==> src/rtl/vwad_pkg.sv <==
// ============================================================================
// vwad_pkg
// Shared types, constants and the step size table for the variable width
// ADPCM decoder.
// ============================================================================
package vwad_pkg;

    localparam int STEP_W = 7;   // step index width
    localparam int PRED_W = 12;  // predictor width
    localparam int SIZE_W = 14;  // step size width (max 13899)
    localparam int MAG_W  = 15;  // difference magnitude width
    localparam int SUM_W  = 17;  // predictor plus difference

    localparam logic [STEP_W-1:0]        STEP_MAX     = 7'd79;
    localparam logic [STEP_W-1:0]        NARROW_BELOW = 7'd18;
    localparam logic signed [PRED_W-1:0] PRED_MIN     = 12'sh800;
    localparam logic signed [PRED_W-1:0] PRED_MAX     = 12'sh7FF;

    typedef enum logic {
        ST_IDLE,
        ST_RUN
    } t_state;

    typedef struct packed {
        logic [7:0] code_byte;
        logic       track_start;
    } t_in_item;

    typedef struct packed {
        logic signed [15:0] pcm_sample;
        logic               last_of_byte;
    } t_out_item;

    typedef struct packed {
        logic [STEP_W-1:0]        step_pos;
        logic signed [PRED_W-1:0] pred;
        logic [3:0]               code;
        logic                     force_narrow;
    } t_alu_req;

    typedef struct packed {
        logic [STEP_W-1:0]        step_pos;
        logic signed [PRED_W-1:0] pred;
        logic                     narrow;
    } t_alu_res;

    function automatic logic [SIZE_W-1:0] step_size(input logic [STEP_W-1:0] idx);
        logic [SIZE_W-1:0] s;
        case (idx)
            7'd0:  s = 14'd7;     7'd1:  s = 14'd8;     7'd2:  s = 14'd9;
            7'd3:  s = 14'd10;    7'd4:  s = 14'd11;    7'd5:  s = 14'd12;
            7'd6:  s = 14'd13;    7'd7:  s = 14'd14;    7'd8:  s = 14'd16;
            7'd9:  s = 14'd17;    7'd10: s = 14'd19;    7'd11: s = 14'd21;
            7'd12: s = 14'd23;    7'd13: s = 14'd25;    7'd14: s = 14'd28;
            7'd15: s = 14'd31;    7'd16: s = 14'd34;    7'd17: s = 14'd37;
            7'd18: s = 14'd41;    7'd19: s = 14'd45;    7'd20: s = 14'd50;
            7'd21: s = 14'd55;    7'd22: s = 14'd60;    7'd23: s = 14'd66;
            7'd24: s = 14'd73;    7'd25: s = 14'd80;    7'd26: s = 14'd88;
            7'd27: s = 14'd97;    7'd28: s = 14'd107;   7'd29: s = 14'd118;
            7'd30: s = 14'd130;   7'd31: s = 14'd143;   7'd32: s = 14'd157;
            7'd33: s = 14'd173;   7'd34: s = 14'd190;   7'd35: s = 14'd209;
            7'd36: s = 14'd230;   7'd37: s = 14'd253;   7'd38: s = 14'd279;
            7'd39: s = 14'd307;   7'd40: s = 14'd337;   7'd41: s = 14'd371;
            7'd42: s = 14'd408;   7'd43: s = 14'd449;   7'd44: s = 14'd494;
            7'd45: s = 14'd544;   7'd46: s = 14'd598;   7'd47: s = 14'd658;
            7'd48: s = 14'd724;   7'd49: s = 14'd796;   7'd50: s = 14'd876;
            7'd51: s = 14'd963;   7'd52: s = 14'd1060;  7'd53: s = 14'd1166;
            7'd54: s = 14'd1282;  7'd55: s = 14'd1411;  7'd56: s = 14'd1552;
            7'd57: s = 14'd1707;  7'd58: s = 14'd1878;  7'd59: s = 14'd2066;
            7'd60: s = 14'd2272;  7'd61: s = 14'd2499;  7'd62: s = 14'd2749;
            7'd63: s = 14'd3024;  7'd64: s = 14'd3327;  7'd65: s = 14'd3660;
            7'd66: s = 14'd4026;  7'd67: s = 14'd4428;  7'd68: s = 14'd4871;
            7'd69: s = 14'd5358;  7'd70: s = 14'd5894;  7'd71: s = 14'd6484;
            7'd72: s = 14'd7132;  7'd73: s = 14'd7845;  7'd74: s = 14'd8630;
            7'd75: s = 14'd9493;  7'd76: s = 14'd10442; 7'd77: s = 14'd11487;
            7'd78: s = 14'd12635;
            default: s = 14'd13899;
        endcase
        return s;
    endfunction

endpackage

==> src/rtl/vwad_alu.sv <==
// ============================================================================
// vwad_alu
// Shared decode unit: one code in, updated step index and predictor out.
// ============================================================================
module vwad_alu import vwad_pkg::*; (
    input  t_alu_req i_req,
    output t_alu_res o_res
);

    logic [SIZE_W-1:0]        step;
    logic                     narrow;
    logic                     neg;
    logic [MAG_W-1:0]         mag;
    logic signed [SUM_W-1:0]  diff;
    logic signed [SUM_W-1:0]  sum;
    logic signed [4:0]        adj;
    logic signed [STEP_W:0]   idx_next;

    always_comb begin
        step   = step_size(i_req.step_pos);
        narrow = (i_req.step_pos < NARROW_BELOW) || i_req.force_narrow;

        // build the magnitude from the step and the code bits
        mag = MAG_W'(step >> 3);
        if (narrow) begin
            if (i_req.code[0]) mag = mag + MAG_W'(step);
            neg = i_req.code[1];
            adj = i_req.code[0] ? 5'sd2 : -5'sd1;
        end else begin
            mag = mag + (i_req.code[0] ? MAG_W'(step >> 2) : '0)
                      + (i_req.code[1] ? MAG_W'(step >> 1) : '0)
                      + (i_req.code[2] ? MAG_W'(step) : '0);
            neg = i_req.code[3];
            adj = i_req.code[2] ? $signed({2'b00, i_req.code[1:0], 1'b0}) + 5'sd2
                                : -5'sd1;
        end

        diff = $signed({2'b00, mag});
        if (neg) diff = -diff;
        sum = SUM_W'(i_req.pred) + diff;

        if (sum < SUM_W'(PRED_MIN)) begin
            o_res.pred = PRED_MIN;
        end else if (sum > SUM_W'(PRED_MAX)) begin
            o_res.pred = PRED_MAX;
        end else begin
            o_res.pred = sum[PRED_W-1:0];
        end

        idx_next = $signed({1'b0, i_req.step_pos}) + (STEP_W+1)'(adj);
        if (idx_next < 0) begin
            o_res.step_pos = '0;
        end else if (idx_next > $signed({1'b0, STEP_MAX})) begin
            o_res.step_pos = STEP_MAX;
        end else begin
            o_res.step_pos = idx_next[STEP_W-1:0];
        end

        o_res.narrow = narrow;
    end

endmodule

==> src/rtl/variable_width_adpcm_decoder_unit.sv <==
// ============================================================================
// variable_width_adpcm_decoder_unit
// Decodes packed 2/4-bit IMA style ADPCM bytes into 16-bit PCM samples.
// ============================================================================
// One code byte is taken per transfer and unpacked from bit 0 upward. Each
// code is 2 bits wide while the step index is below 18 or when only two bits
// of the byte remain, and 4 bits wide otherwise, so a byte yields 2 to 4
// samples; the last one carries last_of_byte. A byte is loaded and then
// decoded at one sample per cycle through a single shared decode unit (step
// table lookup, difference build, predictor add and clamp) while the output
// side does not stall. The input side stalls while a byte is being unpacked.
// An output register holds the latest sample, so the next byte can be taken
// while the final sample of the previous one still waits for its transfer.
// A set track_start resets the predictor to 0 and loads the configured track
// start step index (saturated to 79) before the byte is decoded. Write the
// track start step index only while the block is idle.
// ============================================================================
module variable_width_adpcm_decoder_unit import vwad_pkg::*; (
    input  logic              i_clk,
    input  logic              i_rst_n,
    // configuration
    input  logic              i_cfg_we,
    input  logic [STEP_W-1:0] i_cfg_data,
    // code byte input
    input  logic              i_in_valid,
    output logic              o_in_stall,
    input  t_in_item          i_in_data,
    // sample output
    output logic              o_out_valid,
    input  logic              i_out_stall,
    output t_out_item         o_out_data
);

    t_state                   r_state, n_state;
    logic [STEP_W-1:0]        r_init_idx;
    logic [7:0]               r_bits, n_bits;
    logic [1:0]               r_pairs, n_pairs;   // 2-bit groups already consumed
    logic [STEP_W-1:0]        r_step, n_step;
    logic signed [PRED_W-1:0] r_pred, n_pred;
    logic                     r_out_valid, n_out_valid;
    t_out_item                r_out_data, n_out_data;

    logic     in_xfer;
    logic     do_step;
    logic     last;
    logic [2:0] pairs_sum;
    t_alu_req alu_req;
    t_alu_res alu_res;

    // Shared decode unit, used once per sample.
    assign alu_req.step_pos     = r_step;
    assign alu_req.pred         = r_pred;
    assign alu_req.code         = r_bits[3:0];
    assign alu_req.force_narrow = (r_pairs == 2'd3);

    vwad_alu u_alu (
        .i_req (alu_req),
        .o_res (alu_res)
    );

    assign pairs_sum = {1'b0, r_pairs} + (alu_res.narrow ? 3'd1 : 3'd2);
    assign last      = pairs_sum[2];

    // Handshake outputs of the sequencer.
    always_comb begin
        o_in_stall = (r_state != ST_IDLE);
        in_xfer    = (r_state == ST_IDLE) && i_in_valid;
        // advance only when the output register is free or being drained
        do_step    = (r_state == ST_RUN) && (!r_out_valid || !i_out_stall);
    end

    // Next state.
    always_comb begin
        n_state = r_state;
        case (r_state)
            ST_IDLE: begin
                if (in_xfer) n_state = ST_RUN;
            end
            ST_RUN: begin
                if (do_step && last) n_state = ST_IDLE;
            end
            default: n_state = ST_IDLE;
        endcase
    end

    // Datapath next values.
    always_comb begin
        n_bits      = r_bits;
        n_pairs     = r_pairs;
        n_step      = r_step;
        n_pred      = r_pred;
        n_out_data  = r_out_data;
        n_out_valid = r_out_valid && i_out_stall;

        if (in_xfer) begin
            n_bits  = i_in_data.code_byte;
            n_pairs = '0;
            if (i_in_data.track_start) begin
                n_pred = '0;
                n_step = (r_init_idx > STEP_MAX) ? STEP_MAX : r_init_idx;
            end
        end

        if (do_step) begin
            n_bits      = alu_res.narrow ? (r_bits >> 2) : (r_bits >> 4);
            n_pairs     = pairs_sum[1:0];
            n_step      = alu_res.step_pos;
            n_pred      = alu_res.pred;
            n_out_valid = 1'b1;
            n_out_data.pcm_sample   = {alu_res.pred, 4'b0000};
            n_out_data.last_of_byte = last;
        end
    end

    always_ff @(posedge i_clk) begin
        if (!i_rst_n) begin
            r_state     <= ST_IDLE;
            r_init_idx  <= '0;
            r_step      <= '0;
            r_pred      <= '0;
            r_pairs     <= '0;
            r_out_valid <= 1'b0;
        end else begin
            r_state     <= n_state;
            r_step      <= n_step;
            r_pred      <= n_pred;
            r_pairs     <= n_pairs;
            r_out_valid <= n_out_valid;
            if (i_cfg_we) r_init_idx <= i_cfg_data;
        end
    end

    // Payload registers, no reset needed.
    always_ff @(posedge i_clk) begin
        r_bits     <= n_bits;
        r_out_data <= n_out_data;
    end

    assign o_out_valid = r_out_valid;
    assign o_out_data  = r_out_data;

`ifndef SYNTHESIS
    a_step_range: assert property (@(posedge i_clk) disable iff (!i_rst_n)
        r_step <= STEP_MAX)
        else $error("step index left its range");

    a_load_starts_run: assert property (@(posedge i_clk) disable iff (!i_rst_n)
        in_xfer |=> (r_state == ST_RUN) && (r_pairs == 2'd0))
        else $error("byte transfer did not start unpacking");

    a_last_ends_run: assert property (@(posedge i_clk) disable iff (!i_rst_n)
        (do_step && last) |=> (r_state == ST_IDLE) && o_out_valid
                              && o_out_data.last_of_byte)
        else $error("final sample did not end the byte");

    a_no_overwrite: assert property (@(posedge i_clk) disable iff (!i_rst_n)
        (o_out_valid && i_out_stall) |=> $stable(o_out_data))
        else $error("pending sample overwritten");
`endif

endmodule
==> config.mk <==
export PLATFORM = sky130hd
export DESIGN_NAME = variable_width_adpcm_decoder_unit
export DESIGN_NICKNAME = d
export VERILOG_FILES = /design/src/rtl/vwad_pkg.sv /design/src/rtl/vwad_alu.sv /design/src/rtl/variable_width_adpcm_decoder_unit.sv
export SDC_FILE = /design/constraint.sdc
export NUM_CORES = 1
export LEC_CHECK = 0
export BUFFER_PORTS_ARGS = -buffer_cell sky130_fd_sc_hd__buf_4
export CAP_MARGIN = 20
export CORE_UTILIZATION = 45
export DETAILED_ROUTE_END_ITERATION = 7
export PLACE_DENSITY_LB_ADDON = 0.2
export SYNTH_ARGS = -nofsm -noshare
export SYNTH_HDL_FRONTEND = slang
export SYNTH_HIERARCHICAL = 1
export SYNTH_SLANG_ARGS = --single-unit
==> constraint.sdc <==
create_clock -name i_clk -period 10.4 [get_ports i_clk]
set_clock_uncertainty 0.15 [all_clocks]
set_input_delay 1.56 -clock i_clk [delete_from_list [all_inputs] [get_ports i_clk]]
set_output_delay 1.56 -clock i_clk [all_outputs]
set_load 0.01 [all_outputs]
==> results of run 1 <==
==> cell type report <==
| class | instances | area share |
|---|---|---|
| Tap cell | 216 | 0.0350 |
| Inverter | 64 | 0.0318 |
| Clock buffer | 6 | 0.0180 |
| Clock inverter | 2 | 0.00146 |
| Sequential cell | 51 | 0.159 |
| Timing Repair Buffer | 45 | 0.0438 |
| Multi-Input combinational cell | 716 | 0.711 |
==> power by group through the flow <==
stage | logic, mW | clock network, mW | registers (mW)
after floorplan | 1.46 | 0 | 0.337
after global placement | 1.79 | 0 | 0.347
after detailed placement | 1.80 | 0 | 0.347
after CTS | 1.82 | 0.168 | 0.342
after global routing | 2.05 | 0.176 | 0.348
final | 1.82 | 0.167 | 0.341
==> kinds of logic (layout without fill, tap and decap cells) <==
kind of cell | count (synthesis) | count (layout) | share of synthesized area
AOI/OAI and AO/OA | 286 | 286 | 0.275
and+or+nand+nor | 259 | 259 | 0.186
buffers and inverters | 119 | 117 | 0.0777
adders and majority gates | 96 | 96 | 0.193
DFF | 51 | 51 | 0.169
xor gates and xnor gates | 45 | 45 | 0.0563
muxes | 26 | 26 | 0.0422
other | 1 | 4 | 0.000516
==> path summary, 6_finish.rpt <==
path	end	slack (ns)	cells after the start	start
worst max-delay path	r_pred[2]	1.26	30	r_step[1]
worst max register to register	r_pred[2]	1.26	30	r_step[1]
worst min register to register	r_pred[2]	0.35	1	r_pred[2]
worst min-delay path	r_pred[2]	0.35	1	r_pred[2]
==> flip-flops by register name, indices dropped and copies added, names as in the netlist <==
name,count
o_out_valid,1
o_in_stall,1
o_out_data,13
r_pred,12
r_pairs,2
r_init_idx,7
r_bits,8
r_step,7
==> per-stage QoR <==
step	instance area (sq um)	hold WS (ns)
after global routing	7720	0.372
after floorplan	7280	0.299
after global placement	7570	0.325
after CTS	7720	0.352
final	7720	0.351
after detailed placement	7570	0.333
==> layout by cell type, fill, tap and decap left out, drive strengths merged, types with 12 or more instances in the layout <==
master  instances
inv            62
a22o           15
buf            45
xor2           12
nand2          76
o211ai         12
edfxtp         21
nor3           18
nor2           45
a21oi          64
ha             69
a21o           24
nand3          14
nand2b         20
xnor2          32
o21ai          61
dfxtp          30
fa             27
mux2i          16
nor2b          21
and2           23
a211oi         12
==> Yosys cell counts (all sizes together), types with 20 or more instances <==
| cell | instances | area (sq um) |
|---|---|---|
| a21oi | 64 | 320 |
| o21ai | 61 | 305 |
| dfxtp | 30 | 601 |
| xnor2 | 32 | 280 |
| ha | 69 | 863 |
| nor2 | 45 | 171 |
| nand2 | 76 | 285 |
| buf | 30 | 225 |
| a21o | 24 | 180 |
| inv | 62 | 238 |
| clkbuf | 25 | 93.8 |
| nor2b | 21 | 131 |
| fa | 27 | 541 |
| edfxtp | 21 | 631 |
| and2 | 23 | 149 |
| nand2b | 20 | 125 |
==> critical path, delay by kind of cell, from the launching register on <==
kind | cells | cell delay [ns]
compound gates | 14 | 3.34
fa+ha+maj | 6 | 2.40
simple gates | 4 | 0.82
flops | 1 | 0.73
xor+xnor | 3 | 0.66
mux | 1 | 0.47
buf+inv | 2 | 0.45
==> per-layer routing <==
layer	part of all wire	vias to the layer above
met5	0	-
met4	0.015	0
met3	0.043	31
met2	0.46	180
met1	0.48	2972
li1	-	3166
==> summary.txt, run 1 <==
Run status
  – Status: completed

Timing
  – Final hold violation count: 0
  – Minimum clock period: 9.14 ns
  – Final worst slack: 1.26 ns
  – RSZ-0062 raised after global routing: false
  – # setup viols final: 0
  – Setup TNS: 0 ns
  – Peak Freq: 109 MHz
  – Period utilisation layout: 0.879
  – Least-Margin Pin Slew: 0.908 ns
  – Worst slew margin: 0.394
  – Max-slew violations: 0

Die
  – Die Area: 16,700 sq um
  – Die height: 129 microns
  – Die Wd: 129 microns
  – Cell Rows: 46
  – Core area: 15,800 sq um
  – Starting Density: 0.459
  – # IOs: 40

GRT
  – Largest net degree at the start of global routing: 50
  – GR Util met1: 0.311
  – Grt met3 use: 0.0318
  – Overall Global Routing Usage: 0.222
  – GRT overflow: 0
  – Met2 GRT Util: 0.367
  – Via count of the first global-routing pass: 5,836
  – GRT busiest layer: met2
  – First-pass GRT wire length: 29,800 microns
  – Initial antenna violation count: 0

Placed design
  – GPL Wtd Cong: 0.919
  – Dpl hpwl: 14,000 microns
  – Pre-CTS WS: 1.37 ns
  – Cell Count Post-Placement: 1,092
  – # port buffers: 35

Layout
  – Final Non-Filler Cells: 1,100
  – Nets@finish: 1,000
  – Area Overhead vs Synth: 6.29%
  – Share of cells above drive strength 1: 0.110
  – Seq. cell area: 1230 sq um
  – Antenna fix cells: 0
  – # fillers: 1,578
  – Post-layout util: 0.488
  – Area of the multi-input gates: 5490 sq um

Yosys
  – Mapped Area: 7260 sq um
  – Synth warn: 6
  – Netlist cell types: 95
  – Ys flop type: dfxtp_1
  – Sequential area share after synthesis: 0.169
  – Post-synth ARST share: 0
  – Register bit total from synthesis: 51
  – Cells after synthesis: 883
  – Syn Area/Cell: 8.23 sq um
  – Number of synthesized flops with an enable pin: 21

Pwr
  – Net Switching: 1.16 mW
  – Pwr Total: 2.32 mW
  – Comb pwr share: 0.781
  – Pwr dens: 301 nW/um^2
  – Sequential fraction of design power: 0.147
  – Clock power frac: 0.072
  – Sw Ratio: 0.498
  – Cell internal pwr: 1.17 mW
  – Leakage: 3.39 nW
  – Worst VDD drop: 124 uV

Clock tree
  – CTS clk-pin slew, worst paths: 0.07 ns
  – CTS resizes: 0
  – CTS Hold Bufs: 0
  – Num CTS Buffers: 5
  – Clk Tree Root Cell: clkbuf_16
  – Sink Count: 51
  – H-tree level count: 2
  – CTS tree: built
  – Clock Path Buffers: 2
  – Clock Latency Late Sink: 0.29 ns
  – Post-CTS Setup Inserts: 0

Critical path
  – Critical path class: reg -> reg
  – Worst Path Required: 10.43 ns
  – Critical path fanouts, max: 17
  – Slowest CP cell: dfxtp_1
  – Worst setup EP type: register
  – Max incr delay on CP: 0.73 ns
  – Worst setup SP type: register
  – Critical Path AT: 9.18 ns

Detailed routing
  – Wire per inst: 16.6 microns
  – Final WL: 18,200 microns
  – Drt initial violations: 446
  – Routed vias/inst: 5.77
  – Drt pass-1 iters: 6
  – Number of remaining DRC errors: 0
  – Total vias in the final route: 6,349
  – Post-DRT Antenna Nets: 0

Worst hold path
  – Hold crit path type: reg -> reg

Flow run
  – Max-Cap Viols: 0
Power figures use the tool's default switching activity.
==> run 2: changes to the inputs <==
==> constraint.sdc (replaced) <==
create_clock -name i_clk -period 10.56 [get_ports i_clk]
set_clock_uncertainty 0.15 [all_clocks]
set_input_delay 1.584 -clock i_clk [delete_from_list [all_inputs] [get_ports i_clk]]
set_output_delay 1.584 -clock i_clk [all_outputs]
set_load 0.01 [all_outputs]
==> run 2 against run 1 <==
Effect of this change:
- critical path depth grew 1
- register-to-register slack gained 0.08 ns
- sequential cell count is the same
- worst hold slack lost 0.014 ns
- clock power grew 7%
- non-clock buffer count shrank 2
- core utilization is essentially flat
- largest power group unchanged
==> summary.txt, run 2 (same netlist as run 1, synthesis figures left out) <==
Clock tree
  – CTS Hold Bufs: 0 (unchanged)
  – CTS tree: built (unchanged)
  – Clock Path Buffers: 2 (unchanged)
  – Num CTS Buffers: 5 (unchanged)
  – Sink Count: 51 (unchanged)
  – Clk Tree Root Cell: clkbuf_16 (unchanged)
  – CTS resizes: 0 (unchanged)
  – CTS clk-pin slew, worst paths: 0.06 ns (was 0.07 ns)
  – Clock Latency Late Sink: 0.29 ns (about the same)
  – Post-CTS Setup Inserts: 0 (unchanged)
  – H-tree level count: 2 (unchanged)

Timing
  – Final hold violation count: 0 (unchanged)
  – Peak Freq: 108 MHz (was 109 MHz)
  – Setup TNS: 0 ns (unchanged)
  – Least-Margin Pin Slew: 0.887 ns (was 0.908 ns)
  – # setup viols final: 0 (unchanged)
  – Worst slew margin: 0.408 (was 0.394)
  – RSZ-0062 raised after global routing: false (unchanged)
  – Max-slew violations: 0 (unchanged)
  – Minimum clock period: 9.22 ns (was 9.14 ns)
  – Period utilisation layout: 0.873 (was 0.879)

GRT
  – Overall Global Routing Usage: 0.222 (about the same)
  – Initial antenna violation count: 0 (unchanged)
  – Largest net degree at the start of global routing: 52 (was 50)
  – GRT overflow: 0 (unchanged)
  – Via count of the first global-routing pass: 5,961 (was 5,836)
  – First-pass GRT wire length: 29,800 microns (about the same)

Pwr
  – Worst VDD drop: 140 uV (was 124 uV)
  – Clock power frac: 0.077 (was 0.072)
  – Leakage: 3.38 nW (was 3.39 nW)
  – Pwr Total: 2.30 mW (was 2.32 mW)
  – Net Switching: 1.14 mW (was 1.16 mW)
  – Pwr dens: 298 nW/um^2 (was 301 nW/um^2)
  – Comb pwr share: 0.776 (was 0.781)
  – Sw Ratio: 0.493 (was 0.498)
  – Cell internal pwr: 1.17 mW (about the same)
  – Sequential fraction of design power: 0.147 (about the same)

Detailed routing
  – Post-DRT Antenna Nets: 0 (unchanged)
  – Final WL: 18,100 microns (was 18,200 microns)
  – Drt pass-1 iters: 5 (was 6)
  – Drt initial violations: 380 (was 446)
  – Met1 wire length: 8770 microns (was 8720 microns)
  – Total vias in the final route: 6,299 (was 6,349)
  – Wire per inst: 16.5 microns (was 16.6 microns)
  – Met3 WL: 822 microns (was 782 microns)
  – Number of remaining DRC errors: 0 (unchanged)
  – Metal2 WL: 8350 microns (was 8440 microns)
  – Top Metal Used: met4 (unchanged)
  – Routed vias/inst: 5.74 (was 5.77)

Layout
  – Nets@finish: 998 (was 1,000)
  – Antenna fix cells: 0 (unchanged)
  – Share of cells above drive strength 1: 0.107 (was 0.110)
  – # fillers: 1,574 (was 1,578)
  – Most common cell after layout, fill and taps aside: nand2_1 (unchanged)
  – Max reg flops: 13 (unchanged)
  – Most frequent cells in the layout: 76 x nand2_1, 69 x ha_1, 64 x a21oi_1 (unchanged)
  – Area Overhead vs Synth: 6.25% (was 6.29%)
  – Final Non-Filler Cells: 1,098 (was 1,100)

Die
  – Die height: 129 microns (unchanged)
  – # IOs: 40 (unchanged)
  – Starting Density: 0.459 (unchanged)
  – Die Area: 16,700 sq um (unchanged)
  – Core area: 15,800 sq um (unchanged)
  – Cell Rows: 46 (unchanged)
  – Die Wd: 129 microns (unchanged)

Critical path
  – Worst Path Required: 10.59 ns (was 10.43 ns)
  – Worst setup SP type: register (unchanged)
  – Critical path fanouts, max: 17 (unchanged)
  – Critical path class: reg -> reg (unchanged)
  – Critical Path AT: 9.25 ns (was 9.18 ns)
  – Slowest CP cell: dfxtp_1 (unchanged)
  – Max incr delay on CP: 0.73 ns (about the same)
  – Worst setup EP type: register (unchanged)
  – Critical Path Most Common Cell: a21oi_1

Placed design
  – Dpl hpwl: 13,900 microns (was 14,000 microns)
  – GPL Wtd Cong: 0.896 (was 0.919)
  – # port buffers: 35 (unchanged)
  – Cell Count Post-Placement: 1,090 (was 1,092)

Run status
  – Status: completed (unchanged)

Flow run
  – Max-Cap Viols: 0 (unchanged)

Worst hold path
  – Hold crit path type: reg -> reg (unchanged)
-- run 2: routing by layer --
layer | global-route usage | vias up
li1 | - | 3161
met4 | 0.0408 | 0
met2 | 0.370 | 162
met5 | 0 | -
met3 | 0.0367 | 21
met1 | 0.305 | 2955
-- run 2: cell type report --
type / instances / area [sq um] / area share
Timing Repair Buffer: 43 / 323 / 0.0418
Sequential cell: 51 / 1230 / 0.160
Clock inverter: 1 / 30.0 / 0.00389
Clock buffer: 7 / 133 / 0.0172
Inverter: 64 / 245 / 0.0318
Tap cell: 216 / 270 / 0.0350
Multi-Input combinational cell: 716 / 5490 / 0.711
-- run 2: path summary, 6_finish.rpt --
kind                    end  cells past startpoint  slack (ns)       from
hold reg to reg   r_pred[6]                      1        0.34  r_pred[6]
setup / recovery  r_pred[2]                     31        1.34  r_step[1]
hold / removal    r_pred[6]                      1        0.34  r_pred[6]
setup reg to reg  r_pred[2]                     31        1.34  r_step[1]
-- run 2: worst max-delay path: cells and delay by family (launching register included) --
family	cells	cell delay (ns)
compound gates	16	3.72
buf+inv	3	0.57
flops	1	0.73
xor+xnor	3	0.61
simple gates	3	0.94
fa+ha+maj	6	2.41
-- run 2: per-stage QoR --
| step | setup slack (ns) | hold WS, ns | utilization | instance area, sq um |
|---|---|---|---|---|
| finish | 1.34 | 0.337 | 0.488 | 7720 |
| global route | 0.822 | 0.348 | 0.488 | 7720 |
| CTS | 1.42 | 0.340 | 0.488 | 7720 |
| detailed placement | 1.43 | 0.322 | 0.477 | 7560 |
| global placement | 1.51 | 0.325 | 0.477 | 7550 |
| floorplan | 2.31 | 0.299 | - | 7280 |
-- run 2: power by group through the flow --
| stage | logic, mW | clock network [mW] | registers, mW |
|---|---|---|---|
| 5_1_grt | 2.01 | 0.189 | 0.345 |
| 6_report | 1.79 | 0.178 | 0.337 |
| 3_5_place_dp | 1.78 | 0 | 0.342 |
| 2_1_floorplan | 1.44 | 0 | 0.332 |
| 4_1_cts | 1.79 | 0.181 | 0.339 |
| 3_3_place_gp | 1.76 | 0 | 0.344 |
==> run 3: changes to the inputs <==
--- a/config.mk
+++ b/config.mk
@@ -5,7 +5,7 @@
 export SDC_FILE = /design/constraint.sdc
 export NUM_CORES = 1
 export LEC_CHECK = 0
-export BUFFER_PORTS_ARGS = -buffer_cell sky130_fd_sc_hd__buf_4
+export BUFFER_PORTS_ARGS = -buffer_cell sky130_fd_sc_hd__buf_2
 export CAP_MARGIN = 20
 export CORE_UTILIZATION = 45
 export DETAILED_ROUTE_END_ITERATION = 7
==> constraint.sdc (replaced) <==
create_clock -name i_clk -period 11.45 [get_ports i_clk]
set_clock_uncertainty 0.15 [all_clocks]
set_input_delay 1.7175 -clock i_clk [delete_from_list [all_inputs] [get_ports i_clk]]
set_output_delay 1.7175 -clock i_clk [all_outputs]
set_load 0.01 [all_outputs]
==> run 3 against run 2 <==
Effect of this change:
- fmax rose by 0.85%
- power is 9.7% lower
- final cell count is the same
==> summary.txt, run 3 (same netlist as run 1, synthesis figures left out) <==
Flow run
  – Max-Cap Viols: 0 (unchanged)

Clock tree
  – Clk Tree Root Cell: clkbuf_16 (unchanged)
  – Sink Count: 51 (unchanged)
  – CTS Hold Bufs: 0 (unchanged)
  – Clock Path Buffers: 2 (unchanged)
  – CTS tree: built (unchanged)
  – Num CTS Buffers: 5 (unchanged)
  – Post-CTS Setup Inserts: 0 (unchanged)
  – CTS clk-pin slew, worst paths: 0.07 ns (was 0.06 ns)
  – Clock Latency Late Sink: 0.29 ns (about the same)
  – H-tree level count: 2 (unchanged)
  – CTS resizes: 0 (unchanged)

Detailed routing
  – Wire per inst: 16.1 microns (was 16.5 microns)
  – Routed vias/inst: 5.78 (was 5.74)
  – Drt initial violations: 333 (was 380)
  – Drt pass-1 iters: 5 (unchanged)
  – Total vias in the final route: 6,341 (was 6,299)
  – Number of remaining DRC errors: 0 (unchanged)
  – Post-DRT Antenna Nets: 0 (unchanged)
  – Final WL: 17,700 microns (was 18,100 microns)

Timing
  – Max-slew violations: 0 (unchanged)
  – Setup TNS: 0 ns (unchanged)
  – Period utilisation layout: 0.798 (was 0.873)
  – Final hold violation count: 0 (unchanged)
  – # setup viols final: 0 (unchanged)
  – Minimum clock period: 9.14 ns (was 9.22 ns)
  – Worst slew margin: 0.392 (was 0.408)
  – Least-Margin Pin Slew: 0.911 ns (was 0.887 ns)
  – Peak Freq: 109 MHz (was 108 MHz)
  – RSZ-0062 raised after global routing: false (unchanged)

Layout
  – Max reg flops: 13 (unchanged)
  – Share of cells above drive strength 1: 0.108 (was 0.107)
  – # fillers: 1,591 (was 1,574)
  – Antenna fix cells: 0 (unchanged)
  – Most frequent cells in the layout: 76 x nand2_1, 69 x ha_1, 64 x a21oi_1 (unchanged)
  – Most common cell after layout, fill and taps aside: nand2_1 (unchanged)
  – Area Overhead vs Synth: 4.75% (was 6.25%)
  – Post-layout util: 0.481 (was 0.488)
  – Nets@finish: 998 (unchanged)

Pwr
  – Worst VDD drop: 115 uV (was 140 uV)
  – Pwr dens: 273 nW/um^2 (was 298 nW/um^2)
  – Leakage: 3.34 nW (was 3.38 nW)

GRT
  – Initial antenna violation count: 0 (unchanged)
  – First-pass GRT wire length: 29,200 microns (was 29,800 microns)
  – Largest net degree at the start of global routing: 59 (was 52)
  – Via count of the first global-routing pass: 5,934 (was 5,961)
  – Overall Global Routing Usage: 0.217 (was 0.222)
  – GRT overflow: 0 (unchanged)

Run status
  – Status: completed (unchanged)

Die
  – Die Wd: 129 microns (unchanged)
  – Die height: 129 microns (unchanged)
  – Cell Rows: 46 (unchanged)
  – Core area: 15,800 sq um (unchanged)
  – Die Area: 16,700 sq um (unchanged)
  – Starting Density: 0.459 (unchanged)
  – # IOs: 40 (unchanged)

Critical path
  – Worst setup EP type: register (unchanged)
  – Slowest CP cell: dfxtp_1 (unchanged)
  – Worst R2R Setup Slack: 2.31 ns (was 1.34 ns)
  – Critical path fanouts, max: 17 (unchanged)
  – Critical Path AT: 9.18 ns (was 9.25 ns)
  – Worst setup SP type: register (unchanged)
  – Critical path class: reg -> reg (unchanged)
  – Max incr delay on CP: 0.70 ns (was 0.73 ns)
  – Worst Path Required: 11.49 ns (was 10.59 ns)

Placed design
  – Dpl hpwl: 13,600 microns (was 13,900 microns)
  – GPL Wtd Cong: 0.913 (was 0.896)
  – # port buffers: 35 (unchanged)

Worst hold path
  – Hold crit path type: reg -> reg (unchanged)
## run 3: changes by cell type in the layout (fill, tap and decap cells not counted), sizes merged
cell	change
clkinvlp	+1
bufinv	-1
clkinv	+1
clkbuf	-1
## run 3: critical path, delay by kind of cell, from the launching register on
family,cells,cell delay (ns)
compound gates,16,3.71
fa+ha+maj,6,2.42
simple gates,6,0.97
flops,1,0.70
xor+xnor,3,0.68
buf+inv,2,0.41
## run 3: path summary, 6_finish.rpt
| path | cells after the start | end | start |
|---|---|---|---|
| hold / removal | 1 | r_pred[6] | r_pred[6] |
| hold reg to reg | 1 | r_pred[6] | r_pred[6] |
| setup / recovery | 33 | r_pred[2] | r_step[1] |
| setup reg to reg | 33 | r_pred[2] | r_step[1] |
## run 3: stage by stage
stage | hold slack, ns | area, sq um | worst slack [ns] | cells | power [mW]
3_5_place_dp | 0.335 | 7470 | 2.35 | 1090 | 1.93
6_report | 0.347 | 7610 | 2.31 | 1098 | 2.08
5_1_grt | 0.367 | 7610 | 1.42 | 1098 | 2.32
3_3_place_gp | 0.332 | 7470 | 2.48 | 1090 | 1.93
4_1_cts | 0.349 | 7610 | 2.33 | 1098 | 2.09
2_1_floorplan | 0.299 | 7280 | 3.20 | 886 | 1.63
## run 3: per-layer routing
layer | global-route usage | vias up | share of wire
met4 | 0.0561 | 0 | 0.017
met1 | 0.300 | 2962 | 0.47
li1 | - | 3172 | -
met2 | 0.361 | 175 | 0.47
met5 | 0 | - | 0
met3 | 0.0256 | 32 | 0.048
## run 3: power breakdown
group	internal, mW	total, mW	switching, mW
sequential	0.266	0.304	0.0388
clock	0.0807	0.143	0.0627
combinational	0.695	1.63	0.937
## run 3: final cells by class
type,instances,area (sq um),share of cell area
well taps,216,270,0.0355
clock inverters,2,12.5,0.00164
inverters,64,245,0.0322
clock buffers,6,129,0.0169
flip-flops and latches,51,1230,0.162
multi-input cells,716,5490,0.721
repair buffers,43,235,0.0309
